## config.mk

```make
export PLATFORM = sky130hd
export DESIGN_NAME = multi_slot_length_prefixed_deframer_core
export DESIGN_NICKNAME = d
export VERILOG_FILES = /design/src/mslpd_pkg.sv /design/src/mslpd_step.sv /design/src/multi_slot_length_prefixed_deframer_core.sv
export SDC_FILE = /design/constraint.sdc
export NUM_CORES = 1
export LEC_CHECK = 0
export BUFFER_PORTS_ARGS = -buffer_cell sky130_fd_sc_hd__buf_2
export CORE_ASPECT_RATIO = 0.5
export CORE_MARGIN = 2
export CORE_UTILIZATION = 40
export DETAILED_ROUTE_END_ITERATION = 10
export SLEW_MARGIN = 20
export SYNTH_ARGS = -nofsm -noshare
export SYNTH_HDL_FRONTEND = slang
export SYNTH_SLANG_ARGS = --single-unit
```

## constraint.sdc

```tcl
create_clock -name aclk -period 5.7 [get_ports aclk]
set_input_delay 0 -clock aclk [delete_from_list [all_inputs] [get_ports aclk]]
set_output_delay 0 -clock aclk [all_outputs]
set_load 0.02 [all_outputs]
```

## src/mslpd_pkg.sv

```systemverilog
// Shared types and constants for the multi-slot length-prefixed deframer.
// No dependencies; imported by mslpd_step, the core top level and the testbench files.
package mslpd_pkg;

    localparam int NUM_SLOTS = 4;
    localparam int IDX_W     = (NUM_SLOTS > 1) ? $clog2(NUM_SLOTS) : 1;
    localparam int SLOT_W    = 2;
    localparam int BYTE_W    = 8;
    localparam int LEN_W     = 16;
    localparam int REPLY_W   = 3;
    localparam int CFG_IDX_W = 1;
    localparam int CFG_DAT_W = 16;

    localparam logic [BYTE_W-1:0]  START_BYTE = 8'h3C;   // '<'
    localparam logic [REPLY_W-1:0] NO_TARGET  = 3'd4;

    localparam logic [CFG_IDX_W-1:0] CFG_ENABLE  = 1'd0;
    localparam logic [CFG_IDX_W-1:0] CFG_MAX_LEN = 1'd1;

    localparam logic [LEN_W-1:0] MAX_LEN_RST = 16'd172;

    localparam logic FUNC_BYTE  = 1'b0;
    localparam logic FUNC_RESET = 1'b1;

    typedef enum logic [1:0] {
        PH_HUNT   = 2'd0,
        PH_LEN_LO = 2'd1,
        PH_LEN_HI = 2'd2,
        PH_DATA   = 2'd3
    } phase_t;

    typedef struct packed {
        phase_t            phase;
        logic [LEN_W-1:0]  dlen;
        logic [LEN_W-1:0]  brcv;
    } slot_state_t;

    localparam slot_state_t SLOT_RESET = '{phase: PH_HUNT, dlen: '0, brcv: '0};

    typedef struct packed {
        logic               vld;
        logic [SLOT_W-1:0]  slot;
        logic [BYTE_W-1:0]  pbyte;
        logic               last;
        logic               abort;
        logic [LEN_W-1:0]   length;
        logic [REPLY_W-1:0] reply;
    } result_t;

endpackage

```

## src/mslpd_step.sv

```systemverilog
// Per-item update of one slot's parser state and the reply target.
// Purely combinational; depends on mslpd_pkg.
module mslpd_step (
    input  mslpd_pkg::slot_state_t                cur,
    input  logic                                  func,
    input  logic [mslpd_pkg::SLOT_W-1:0]          slot,
    input  logic [mslpd_pkg::BYTE_W-1:0]          data,
    input  logic                                  enable,
    input  logic [mslpd_pkg::LEN_W-1:0]           max_len,
    input  logic [mslpd_pkg::REPLY_W-1:0]         reply,
    output mslpd_pkg::slot_state_t                nxt,
    output logic                                  wr_en,
    output logic [mslpd_pkg::REPLY_W-1:0]         reply_next,
    output mslpd_pkg::result_t                    res
);
    import mslpd_pkg::*;

    logic             in_range;
    logic [LEN_W-1:0] cnt_inc;
    logic [LEN_W-1:0] len_full;
    logic             is_last;

    assign in_range = (32'(slot) < NUM_SLOTS);
    assign cnt_inc  = cur.brcv + LEN_W'(1);
    assign len_full = {data, cur.dlen[BYTE_W-1:0]};
    assign is_last  = (cnt_inc >= cur.dlen);

    // next state
    always_comb begin
        nxt        = cur;
        wr_en      = in_range;
        reply_next = reply;
        if (in_range) begin
            if (func == FUNC_RESET) begin
                nxt = SLOT_RESET;
                if (reply == REPLY_W'(slot)) begin
                    reply_next = NO_TARGET;
                end
            end else if (enable) begin
                case (cur.phase)
                    PH_HUNT: begin
                        if (data == START_BYTE) begin
                            nxt.phase = PH_LEN_LO;
                        end
                    end
                    PH_LEN_LO: begin
                        nxt.dlen  = LEN_W'(data);
                        nxt.phase = PH_LEN_HI;
                    end
                    PH_LEN_HI: begin
                        nxt.dlen = len_full;
                        nxt.brcv = '0;
                        if (len_full == '0 || len_full > max_len) begin
                            nxt.phase = PH_HUNT;
                        end else begin
                            nxt.phase = PH_DATA;
                        end
                    end
                    PH_DATA: begin
                        if (is_last) begin
                            nxt.phase  = PH_HUNT;
                            nxt.brcv   = '0;
                            reply_next = REPLY_W'(slot);
                        end else begin
                            nxt.brcv = cnt_inc;
                        end
                    end
                    default: nxt = cur;
                endcase
            end
        end
    end

    // result
    always_comb begin
        res        = '0;
        res.slot   = slot;
        res.length = cur.dlen;
        res.reply  = reply_next;
        if (in_range && cur.phase == PH_DATA) begin
            if (func == FUNC_RESET) begin
                res.vld   = 1'b1;
                res.abort = 1'b1;
            end else if (enable) begin
                res.vld   = 1'b1;
                res.pbyte = data;
                res.last  = is_last;
            end
        end
    end

endmodule

```

## src/multi_slot_length_prefixed_deframer_core.sv

```systemverilog
// Top level of the multi-slot length-prefixed deframer.
// Depends on mslpd_pkg and mslpd_step.
//
// The core takes one item per cycle while the output is not stalled: either a received byte for a channel slot
// (s_tuser func = 0) or a slot reset (func = 1). Each slot runs its own parser:
// hunt for '<', take a little-endian 16-bit length, then stream that many
// payload bytes out, one result per byte, with m_tlast on the final one. Zero
// lengths and lengths above the configured maximum length send the slot back to hunting. A slot
// reset during a payload yields one abort result (m_tuser abort set, byte zero).
// Header bytes, hunted bytes, bytes while disabled and resets outside a payload
// yield no result. Every result carries the reply target, the slot that last
// completed a frame (4 = none); a reset of that slot clears it.
// Throughput is one item per clock while m_tready is high; an item passes two
// register stages, the update stage and then the output register, before its
// result is valid on the m_ side. Per-slot state
// sits in a small synchronous RAM: the read is issued at acceptance, the update
// is written back when the item leaves the update stage, and the last write is
// forwarded to the next item so back-to-back items on the same slot see fresh
// state. After reset every entry reads as hunting via per-entry valid bits; no
// clearing pass is needed.
// Configuration writes (cfg_ready is always high) are meant only while idle.
module multi_slot_length_prefixed_deframer_core (
    input  logic                                 aclk,
    input  logic                                 aresetn,
    // input item stream
    input  logic                                 s_tvalid,
    output logic                                 s_tready,
    input  logic [7:0]                           s_tdata,   // [7:0] data_in
    input  logic [2:0]                           s_tuser,   // [0] func, [2:1] slot
    // result stream
    output logic                                 m_tvalid,
    input  logic                                 m_tready,
    output logic [31:0]                          m_tdata,   // [7:0] payload_byte,
                                                            // [23:8] frame_length,
                                                            // [26:24] reply_slot, rest 0
    output logic                                 m_tlast,   // frame_last
    output logic [2:0]                           m_tuser,   // [1:0] out_slot, [2] frame_abort
    // configuration writes
    input  logic                                 cfg_valid,
    output logic                                 cfg_ready,
    input  logic [mslpd_pkg::CFG_IDX_W-1:0]      cfg_index,
    input  logic [mslpd_pkg::CFG_DAT_W-1:0]      cfg_data
);
    import mslpd_pkg::*;

    // configuration
    logic             enable_reg;
    logic [LEN_W-1:0] max_len_reg;

    // state RAM and its bookkeeping
    slot_state_t      mem [NUM_SLOTS];
    slot_state_t      rd_data_reg;
    logic [NUM_SLOTS-1:0] vld_reg;
    logic             fwd_valid_reg;
    logic [IDX_W-1:0] fwd_idx_reg;
    slot_state_t      fwd_data_reg;

    // update stage
    logic              st_valid_reg;
    logic              st_func_reg;
    logic [SLOT_W-1:0] st_slot_reg;
    logic [BYTE_W-1:0] st_data_reg;
    logic [REPLY_W-1:0] reply_reg;

    // output register
    logic               m_valid_reg;
    result_t            out_reg;

    logic             out_free;
    logic             st_adv;
    logic             s_accept;
    logic [IDX_W-1:0] in_idx;
    logic [IDX_W-1:0] st_idx;
    slot_state_t      cur_state;
    slot_state_t      nxt_state;
    logic             step_wr;
    logic             mem_wr;
    logic [REPLY_W-1:0] reply_next;
    result_t          step_res;

    assign out_free = !m_valid_reg || m_tready;
    assign st_adv   = st_valid_reg && out_free;
    assign s_tready = !st_valid_reg || out_free;
    assign s_accept = s_tvalid && s_tready;
    assign in_idx   = IDX_W'(s_tuser[2:1]);
    assign st_idx   = IDX_W'(st_slot_reg);
    assign mem_wr   = st_adv && step_wr;
    assign cfg_ready = 1'b1;

    // pick freshest copy: same-edge write, then RAM, else the reset state
    always_comb begin
        if (fwd_valid_reg && fwd_idx_reg == st_idx) begin
            cur_state = fwd_data_reg;
        end else if (vld_reg[st_idx]) begin
            cur_state = rd_data_reg;
        end else begin
            cur_state = SLOT_RESET;
        end
    end

    mslpd_step u_step (
        .cur        (cur_state),
        .func       (st_func_reg),
        .slot       (st_slot_reg),
        .data       (st_data_reg),
        .enable     (enable_reg),
        .max_len    (max_len_reg),
        .reply      (reply_reg),
        .nxt        (nxt_state),
        .wr_en      (step_wr),
        .reply_next (reply_next),
        .res        (step_res)
    );

    // configuration registers
    always_ff @(posedge aclk) begin
        if (!aresetn) begin
            enable_reg  <= 1'b0;
            max_len_reg <= MAX_LEN_RST;
        end else if (cfg_valid) begin
            case (cfg_index)
                CFG_ENABLE:  enable_reg  <= cfg_data[0];
                CFG_MAX_LEN: max_len_reg <= cfg_data[LEN_W-1:0];
                default: ;
            endcase
        end
    end

    // state RAM: read at acceptance, write back from the update stage
    always_ff @(posedge aclk) begin
        if (s_accept) begin
            rd_data_reg <= mem[in_idx];
        end
        if (mem_wr) begin
            mem[st_idx] <= nxt_state;
        end
    end

    // forward the write that lands on the same edge as the next read
    always_ff @(posedge aclk) begin
        if (!aresetn) begin
            fwd_valid_reg <= 1'b0;
        end else if (s_accept) begin
            fwd_valid_reg <= mem_wr;
        end
    end

    always_ff @(posedge aclk) begin
        if (s_accept) begin
            fwd_idx_reg  <= st_idx;
            fwd_data_reg <= nxt_state;
        end
    end

    always_ff @(posedge aclk) begin
        if (!aresetn) begin
            vld_reg <= '0;
        end else if (mem_wr) begin
            vld_reg[st_idx] <= 1'b1;
        end
    end

    // update stage control
    always_ff @(posedge aclk) begin
        if (!aresetn) begin
            st_valid_reg <= 1'b0;
            reply_reg    <= NO_TARGET;
        end else begin
            if (s_accept) begin
                st_valid_reg <= 1'b1;
            end else if (st_adv) begin
                st_valid_reg <= 1'b0;
            end
            if (st_adv) begin
                reply_reg <= reply_next;
            end
        end
    end

    // update stage payload: hold while stalled
    always_ff @(posedge aclk) begin
        if (s_accept) begin
            st_func_reg <= s_tuser[0];
            st_slot_reg <= s_tuser[2:1];
            st_data_reg <= s_tdata;
        end
    end

    // output register
    always_ff @(posedge aclk) begin
        if (!aresetn) begin
            m_valid_reg <= 1'b0;
        end else if (out_free) begin
            m_valid_reg <= st_adv && step_res.vld;
        end
    end

    always_ff @(posedge aclk) begin
        if (st_adv && step_res.vld) begin
            out_reg <= step_res;
        end
    end

    assign m_tvalid = m_valid_reg;
    assign m_tdata  = {5'd0, out_reg.reply, out_reg.length, out_reg.pbyte};
    assign m_tlast  = out_reg.last;
    assign m_tuser  = {out_reg.abort, out_reg.slot};

    // an abort never closes a frame and never carries payload
    a_abort_clean: assert property (@(posedge aclk) disable iff (!aresetn)
        m_valid_reg && out_reg.abort |-> !out_reg.last && out_reg.pbyte == '0)
        else $error("abort result carries last marker or payload");

    // a completed frame names its own slot as reply target
    a_last_reply: assert property (@(posedge aclk) disable iff (!aresetn)
        m_valid_reg && out_reg.last |-> out_reg.reply == REPLY_W'(out_reg.slot))
        else $error("completed frame does not set reply target");

    // reply target is either none or a real slot
    a_reply_range: assert property (@(posedge aclk) disable iff (!aresetn)
        reply_reg == NO_TARGET || 32'(reply_reg) < NUM_SLOTS)
        else $error("reply target out of range");

    // a payload result comes only from a slot in payload phase
    a_res_phase: assert property (@(posedge aclk) disable iff (!aresetn)
        st_adv && step_res.vld |-> cur_state.phase == PH_DATA)
        else $error("result from slot outside payload");

    // the update stage moves on whenever the output side is free
    a_no_stuck: assert property (@(posedge aclk) disable iff (!aresetn)
        st_valid_reg && out_free && !s_accept |=> !st_valid_reg)
        else $error("update stage held with free output");

endmodule

```

After elaboration in Yosys (flattened, before gate mapping)

Memories as Yosys holds them, arrays and structs flattened. A register that Yosys moved wholly into a read port is not among the register bits.
Index checks and enable logic that the tools add are counted.

Register bits after elaboration: 105
RAM bits: 136
Input bits: 33
Memories kept: 1
Bits in read-only memories: 0
Word-level logic and storage cells: 80
Bits in latches: 0

Memory list:

| memory | depth | bits a word | read ports | clocked after Yosys merged registers in | write ports | line                                           | text |
|---|---|---|---|---|---|---|---|
| mem    | 4     | 34          | 1          | 1                                       | 1           | multi_slot_length_prefixed_deframer_core.sv:51 | `slot_state_t mem [NUM_SLOTS];` |

Eq/ne operators: 6
Divide/modulo/power cells: 0
Add/sub/neg operators: 1
Magnitude comparators: 4
Multipliers: 0
Shifts and indexed selects: 0
Reduce and logical (&&, ||, !) cells: 16
Bitwise operators: 4
Mux-type cells: 28

Operators by type and width:

| kind                                                | number |
|---|---|
| two-way mux 34 bit                                  | 4 |
| one-hot mux 16 bit (2 select lines)                 | 2 |
| adder 16 x 1 -> 16 bit (second input constant)      | 1 |
| >= comparator 16 bit                                | 1 |
| greater-than comparator 16 bit                      | 1 |
| logical NOT 16 bit                                  | 1 |
| two-way mux 16 bit                                  | 1 |
| two-way mux 3 bit                                   | 5 |
| two-way mux 1 bit                                   | 10 |
| == test 8 x 6 -> 1 bit (second input constant)      | 1 |
| one-hot mux 2 bit (4 select lines)                  | 1 |
| two-way mux 2 bit                                   | 3 |
| logical AND 1 bit                                   | 5 |
| == test 2 bit (second input constant)               | 2 |
| OR 4 bit                                            | 1 |
| AND reduction 2 bit                                 | 2 |
| == test 3 x 2 -> 1 bit                              | 1 |
| logical OR 1 bit                                    | 3 |
| < comparator 2 x 3 -> 1 bit (second input constant) | 1 |
| inverter 1 bit                                      | 3 |
| OR reduction 3 bit                                  | 1 |
| binary-select mux 1 bit (select 2 bit)              | 1 |
| demux 1 bit (select 2 bit)                          | 1 |
| == test 2 x 1 -> 1 bit (second input constant)      | 1 |
| 5 further kinds                                     | 6 |

Longest topological paths before layout

Word-level depth: 10
Depth in mapped cells: 22

By module

Synthesis repeated with hierarchy kept, for this count alone.

Cell total of the unflattened synthesis: 864
Area total of the unflattened synthesis: 12065.3 µm²

By module, submodules not included:

| module                                   | area each (µm²) | sequential area each (µm²) | cells an instance | times used |
|---|---|---|---|---|
| multi_slot_length_prefixed_deframer_core | 9939.5          | 7987.7                     | 540               | 1 |
| mslpd_step                               | 2125.8          | 0.0                        | 324               | 1 |

Worst setup path before layout

Ideal clock, no wire load.

Kind: register to register
From: register m_valid_reg (netlist: m_tvalid)
To: register fwd_data_reg[0] (netlist bit) (enable)
Library setup time: 0.547 ns
Path slack: 0.658 ns
Cell stages (with the launch flop): 3
Arrival time: 4.495 ns
Clock period less this slack: 5.042 ns
Cell sequence: dfxtp_1 nor2b_1 a21oi_1

Longest elaborated chain between the ends: 4

RTL lines:

| what                   | line                                            | text |
|---|---|---|
| start, declared        | multi_slot_length_prefixed_deframer_core.sv:66  | `logic m_valid_reg;` |
| start signal, assigned | multi_slot_length_prefixed_deframer_core.sv:194 | `m_valid_reg <= st_adv && step_res.vld;` |
| logical NOT 1 bit      | multi_slot_length_prefixed_deframer_core.sv:81  | `assign out_free = !m_valid_reg \|\| m_tready;` |
| logical OR 1 bit       | multi_slot_length_prefixed_deframer_core.sv:81  |  |
| logical OR 1 bit       | multi_slot_length_prefixed_deframer_core.sv:83  | `assign s_tready = !st_valid_reg \|\| out_free;` |
| logical AND 1 bit      | multi_slot_length_prefixed_deframer_core.sv:84  | `assign s_accept = s_tvalid && s_tready;` |
| net s_accept           | multi_slot_length_prefixed_deframer_core.sv:71  | `logic s_accept;` |
| end signal, assigned   | multi_slot_length_prefixed_deframer_core.sv:151 | `fwd_data_reg <= nxt_state;` |
| end, declared          | multi_slot_length_prefixed_deframer_core.sv:56  | `slot_state_t fwd_data_reg;` |

The timed path passes the listed nets, and every way through them passes these cells.
A chain may end at the register's enable or synchronous reset.

==> results summary <==
The distinct cell type count after synthesis came out at 60. Prior to clock tree synthesis, the placed netlist has a worst setup slack of ~0.61 ns. Counting flops with an async set or reset pin after synthesis yields a share of 0.

In the routed design, unresolved DRC markers number 0. The maximum number of pins on one net before global-route repair is 82. Sorting the synthesized cells by area gives the leading types as sky130_fd_sc_hd__edfxtp_1, sky130_fd_sc_hd__mux4_2, sky130_fd_sc_hd__dfxtp_1, sky130_fd_sc_hd__ha_1, sky130_fd_sc_hd__nand2_1. The cell area reported after detailed placement is between 10,000 and 15,000 um2. The number of hold-slack violations in the final timing report is 0.

The via density per instance came out at approximately 5.4. The iteration-0 DRC count of the detailed router came out at 652. The core region is just under 30,000 um2.

The count of buffers inserted at the top-level ports came out at 65. The worst slew slack as a fraction of its limit came out at 0.2959. The number of violations of the max-capacitance limit is 0. The initial utilization of the core area, before any placement, comes to 0.4068.

In this run the power spent charging and discharging nets is a little under 1 mW. The power share of the sequential group came out at 0.541. At the pin with the least slew margin, the transition time is ~1.1 ns. The tightest min-delay check is of the input pin to register type.

Summed over all cells, the static leakage comes to just under 5 nW. The first-pass GRT wire length came out at approximately 42,000 um. The post-synthesis cell count is 794.

The average instance area after synthesis is 14.86 um2. The flow ran to the end, and the final reports show no timing, DRC or antenna violations. The root buffer cell is sky130_fd_sc_hd__clkbuf_16.

The overall routing resource usage came out at 0.1811. STA classifies the critical path startpoint as a register. The HPWL after detailed placement is roughly 17,000 um.

The summed area of non-filler cells in the final layout came out at about 14,000 um2. The power per unit of standard cell area is between 300 and 400 nW/um2. Setup repair after global routing left no endpoint under its margin. The required time at the worst-slack endpoint is approximately 6 ns. The via count of the first global-routing pass is approximately 7,300. The number of antenna violations at the first check in global routing came out at 0.

In this run the vertical extent of the chip is 125.5 um. The number of H-tree levels is 1. The area of the die came out at about 31,000 um2.

The biggest fanout along the worst timing path came out at 14. The worst clock skew is roughly 0.032 ns. The final antenna-violating net count is 0. The final worst-path cycle share came out at 0.9182. The congestion estimate from routability-driven global placement came to roughly 0.9. The sink count of the clock tree came out at 275.

At the end of the flow, the number of nets in the layout was 986. The internal power came out at 3.307 mW. TritonCTS built the clock tree. The number of ports placed on the die boundary is 72. Walking the worst path, the cells encountered are mux4_2 > o31a_2 > a22o_1 > ha_1 > inv_1 > nor2_1 > o2111ai_1 > xnor2_1 > ha_1 > a21oi_1 > o21ai_0 > a21oi_1 > nand3_1 > nor2_1 > a21oi_1 > o21ai_0.

The worst setup path is captured at a register. The clock power share came out at 0.389. Counting instances in the post-synthesis netlist gives the leading cell types as sky130_fd_sc_hd__edfxtp_1, sky130_fd_sc_hd__nand2_1, sky130_fd_sc_hd__inv_1. The number of buffers created by CTS came out at 26. The cell with the biggest individual delay on the critical path is sky130_fd_sc_hd__nor2_1. Summing every instance area after synthesis gives between 10,000 and 15,000 um2. The setup violation total in the final timing report is 0. The flip-flop cell with the highest count after synthesis is sky130_fd_sc_hd__edfxtp_1. The cell that appears most often on the critical path is sky130_fd_sc_hd__a21oi_1. Of the post-synthesis cell area, the dominant cell type holds 0.6310. The highest cell delay on the worst timing path is roughly 0.76 ns. The die is between 200 and 250 um wide. The final cell count without fillers is between 1,000 and 1,500. The data arrival time of the critical path is 5.52 ns. The clock latency reported for the late side of the worst-skew pair is about 0.55 ns. The overall overflow remaining after global route is 0.

The switching part of the total is 0.2259. The share of layout cells above drive strength 1 came out at 0.1806. For this run, the detailed router's first-pass iteration total came to 5. In this run, synthesis produced a sequential element count of roughly 280. The number of antenna diodes is 0. In this run the post-CTS setup repair buffer count came out at 0. Wires add up to approximately 28,000 um. The count of buffer and inverter cells on the critical path is 1. The count of pins over their slew limit is 0. In the post-route analysis, the smallest setup slack over all paths is about 0.47 ns. Summing over every cut layer, the via total after detailed routing is 7,178.

The largest voltage drop on the vdd net came out at around 0.22 mV. The number of rows created at floorplan is 44. Summed over all instances, the cell type with the most area after synthesis is sky130_fd_sc_hd__edfxtp_1. The accumulated negative setup slack came out at 0 ns.

The kind of cell with the highest combined delay along the critical path is compound AO/OA/AOI/OAI gates. The cell with the most instances after synthesis is sky130_fd_sc_hd__edfxtp_1. The number of placed cells counting well taps is ~1,200. The number of flip-flops in the largest register came out at about 140. The minimum clock period is 5.234 ns.

Of the synthesized area, sequential elements account for 0.6768. By startpoint and endpoint, the worst setup path is classified as register to register. The number of warnings reported in the yosys synthesis log is 0. The fraction of the core area covered by cells at the end of the flow came out at 0.4797. The routed length per placed instance came out at 20.82 um. The highest clock frequency the design can meet is about 190 MHz. The proportion of power drawn by combinational gates is 0.071. The area overhead of the layout relative to synthesis is 17.93%. In this run, synthesis inferred 248 flip-flops with an integrated enable. The clock edge transition at the registers on the reported setup and hold paths is about 0.070 ns.

The maximum count of clock buffers along a single path came out at 3.
kinds of logic after synthesis:
logic type      synth area share
xor+xnor                 0.01463
fa+ha+maj                0.03922
mux                      0.06954
other cells            0.0006363
simple gates             0.08311
buf+inv                  0.02979
flops                     0.6768
compound gates           0.08629
cells in the final DEF (no fill, tap or decap), drive strengths merged, types with 4 or more instances in the layout:
cell type,synthesis,routed
buf,19,77
inv,45,45
clkbuf,18,33
edfxtp,248,248
dfxtp,27,27
clkinv,0,13
nor2,22,22
conb,2,6
nand2b,6,6
xor2,9,9
a21oi,42,42
nand2,73,73
a21boi,13,13
o211ai,5,5
nand3,25,25
nand4,11,11
mux4,35,35
xnor2,9,9
nor3,12,12
a22oi,28,28
o21a,6,6
ha,37,37
o21ai,18,18
a22o,12,12
dlygate4sd3,0,50
and2,15,15
a31oi,6,6
nor4,8,8
nor2b,4,4
path summary, 6_finish.rpt:
path / from / to / slack [ns] / depth (start not counted)
worst min-delay path: s_tdata[0] / st_data_reg[0]$_DFFE_PP_ / 0.16 / 2
worst min register to register: vld_reg[3]$_SDFFE_PN0P_ / vld_reg[3]$_SDFFE_PN0P_ / 0.47 / 1
worst max-delay path: st_idx[0]$_DFFE_PP_ / mem[0][7]$_DFFE_PP_ / 0.47 / 16
worst max register to register: st_idx[0]$_DFFE_PP_ / mem[0][7]$_DFFE_PP_ / 0.47 / 16
worst reg2reg max path: stages (launching register included):
cell and delay, ns:
sky130_fd_sc_hd__edfxtp_1 0.57, sky130_fd_sc_hd__mux4_2 0.49, sky130_fd_sc_hd__o31a_2 0.38, sky130_fd_sc_hd__a22o_1 0.26, sky130_fd_sc_hd__ha_1 0.26, sky130_fd_sc_hd__inv_1 0.11, sky130_fd_sc_hd__nor2_1 0.27, sky130_fd_sc_hd__o2111ai_1 0.25
sky130_fd_sc_hd__xnor2_1 0.22, sky130_fd_sc_hd__ha_1 0.21, sky130_fd_sc_hd__a21oi_1 0.14, sky130_fd_sc_hd__o21ai_0 0.09, sky130_fd_sc_hd__a21oi_1 0.24, sky130_fd_sc_hd__nand3_1 0.21, sky130_fd_sc_hd__nor2_1 0.76, sky130_fd_sc_hd__a21oi_1 0.16
sky130_fd_sc_hd__o21ai_0 0.40
metrics by stage:
step | hold WS [ns] | power, mW
CTS | 0.1391 | 4.304
global route | 0.1654 | 4.416
finish | 0.1629 | 4.272
detailed placement | 0.1792 | 2.623
global placement | 0.1785 | 2.615
floorplan | 0.09887 | 2.528
metal layers:
layer | GRT usage | wire length, um | up-vias | part of all wire
met5 | 0 | 0 | - | 0
met4 | 0.05670 | 720 | 0 | 0.026
met3 | 0.02898 | 1309 | 51 | 0.047
met2 | 0.2806 | 12730 | 184 | 0.46
met1 | 0.2626 | 12870 | 3647 | 0.47
li1 | - | - | 3296 | -
power by group through the flow:
stage / sequential, mW / clock [mW] / combinational [mW]
after floorplan: 2.33 / 0 / 0.197
after global placement: 2.35 / 0 / 0.265
after detailed placement: 2.35 / 0 / 0.272
after CTS: 2.31 / 1.70 / 0.299
after global routing: 2.31 / 1.77 / 0.332
final: 2.31 / 1.66 / 0.301
what timing repair did:
action | in CTS | in global routing
gates resized for setup | 0 | 0
endpoints found under the hold margin | 36 | 0
hold buffers | 50 | 0
final cells by class:
type | count | area (um2)
clock buffer | 33 | 706.9
clock inverter | 15 | 108.9
fill | 2462 | 15090
inverter | 45 | 168.9
multi-input combinational | 441 | 3517
sequential | 275 | 7988
tap | 391 | 489.2
timing repair buffer | 127 | 939.7
(Power assumes the default switching activity.)
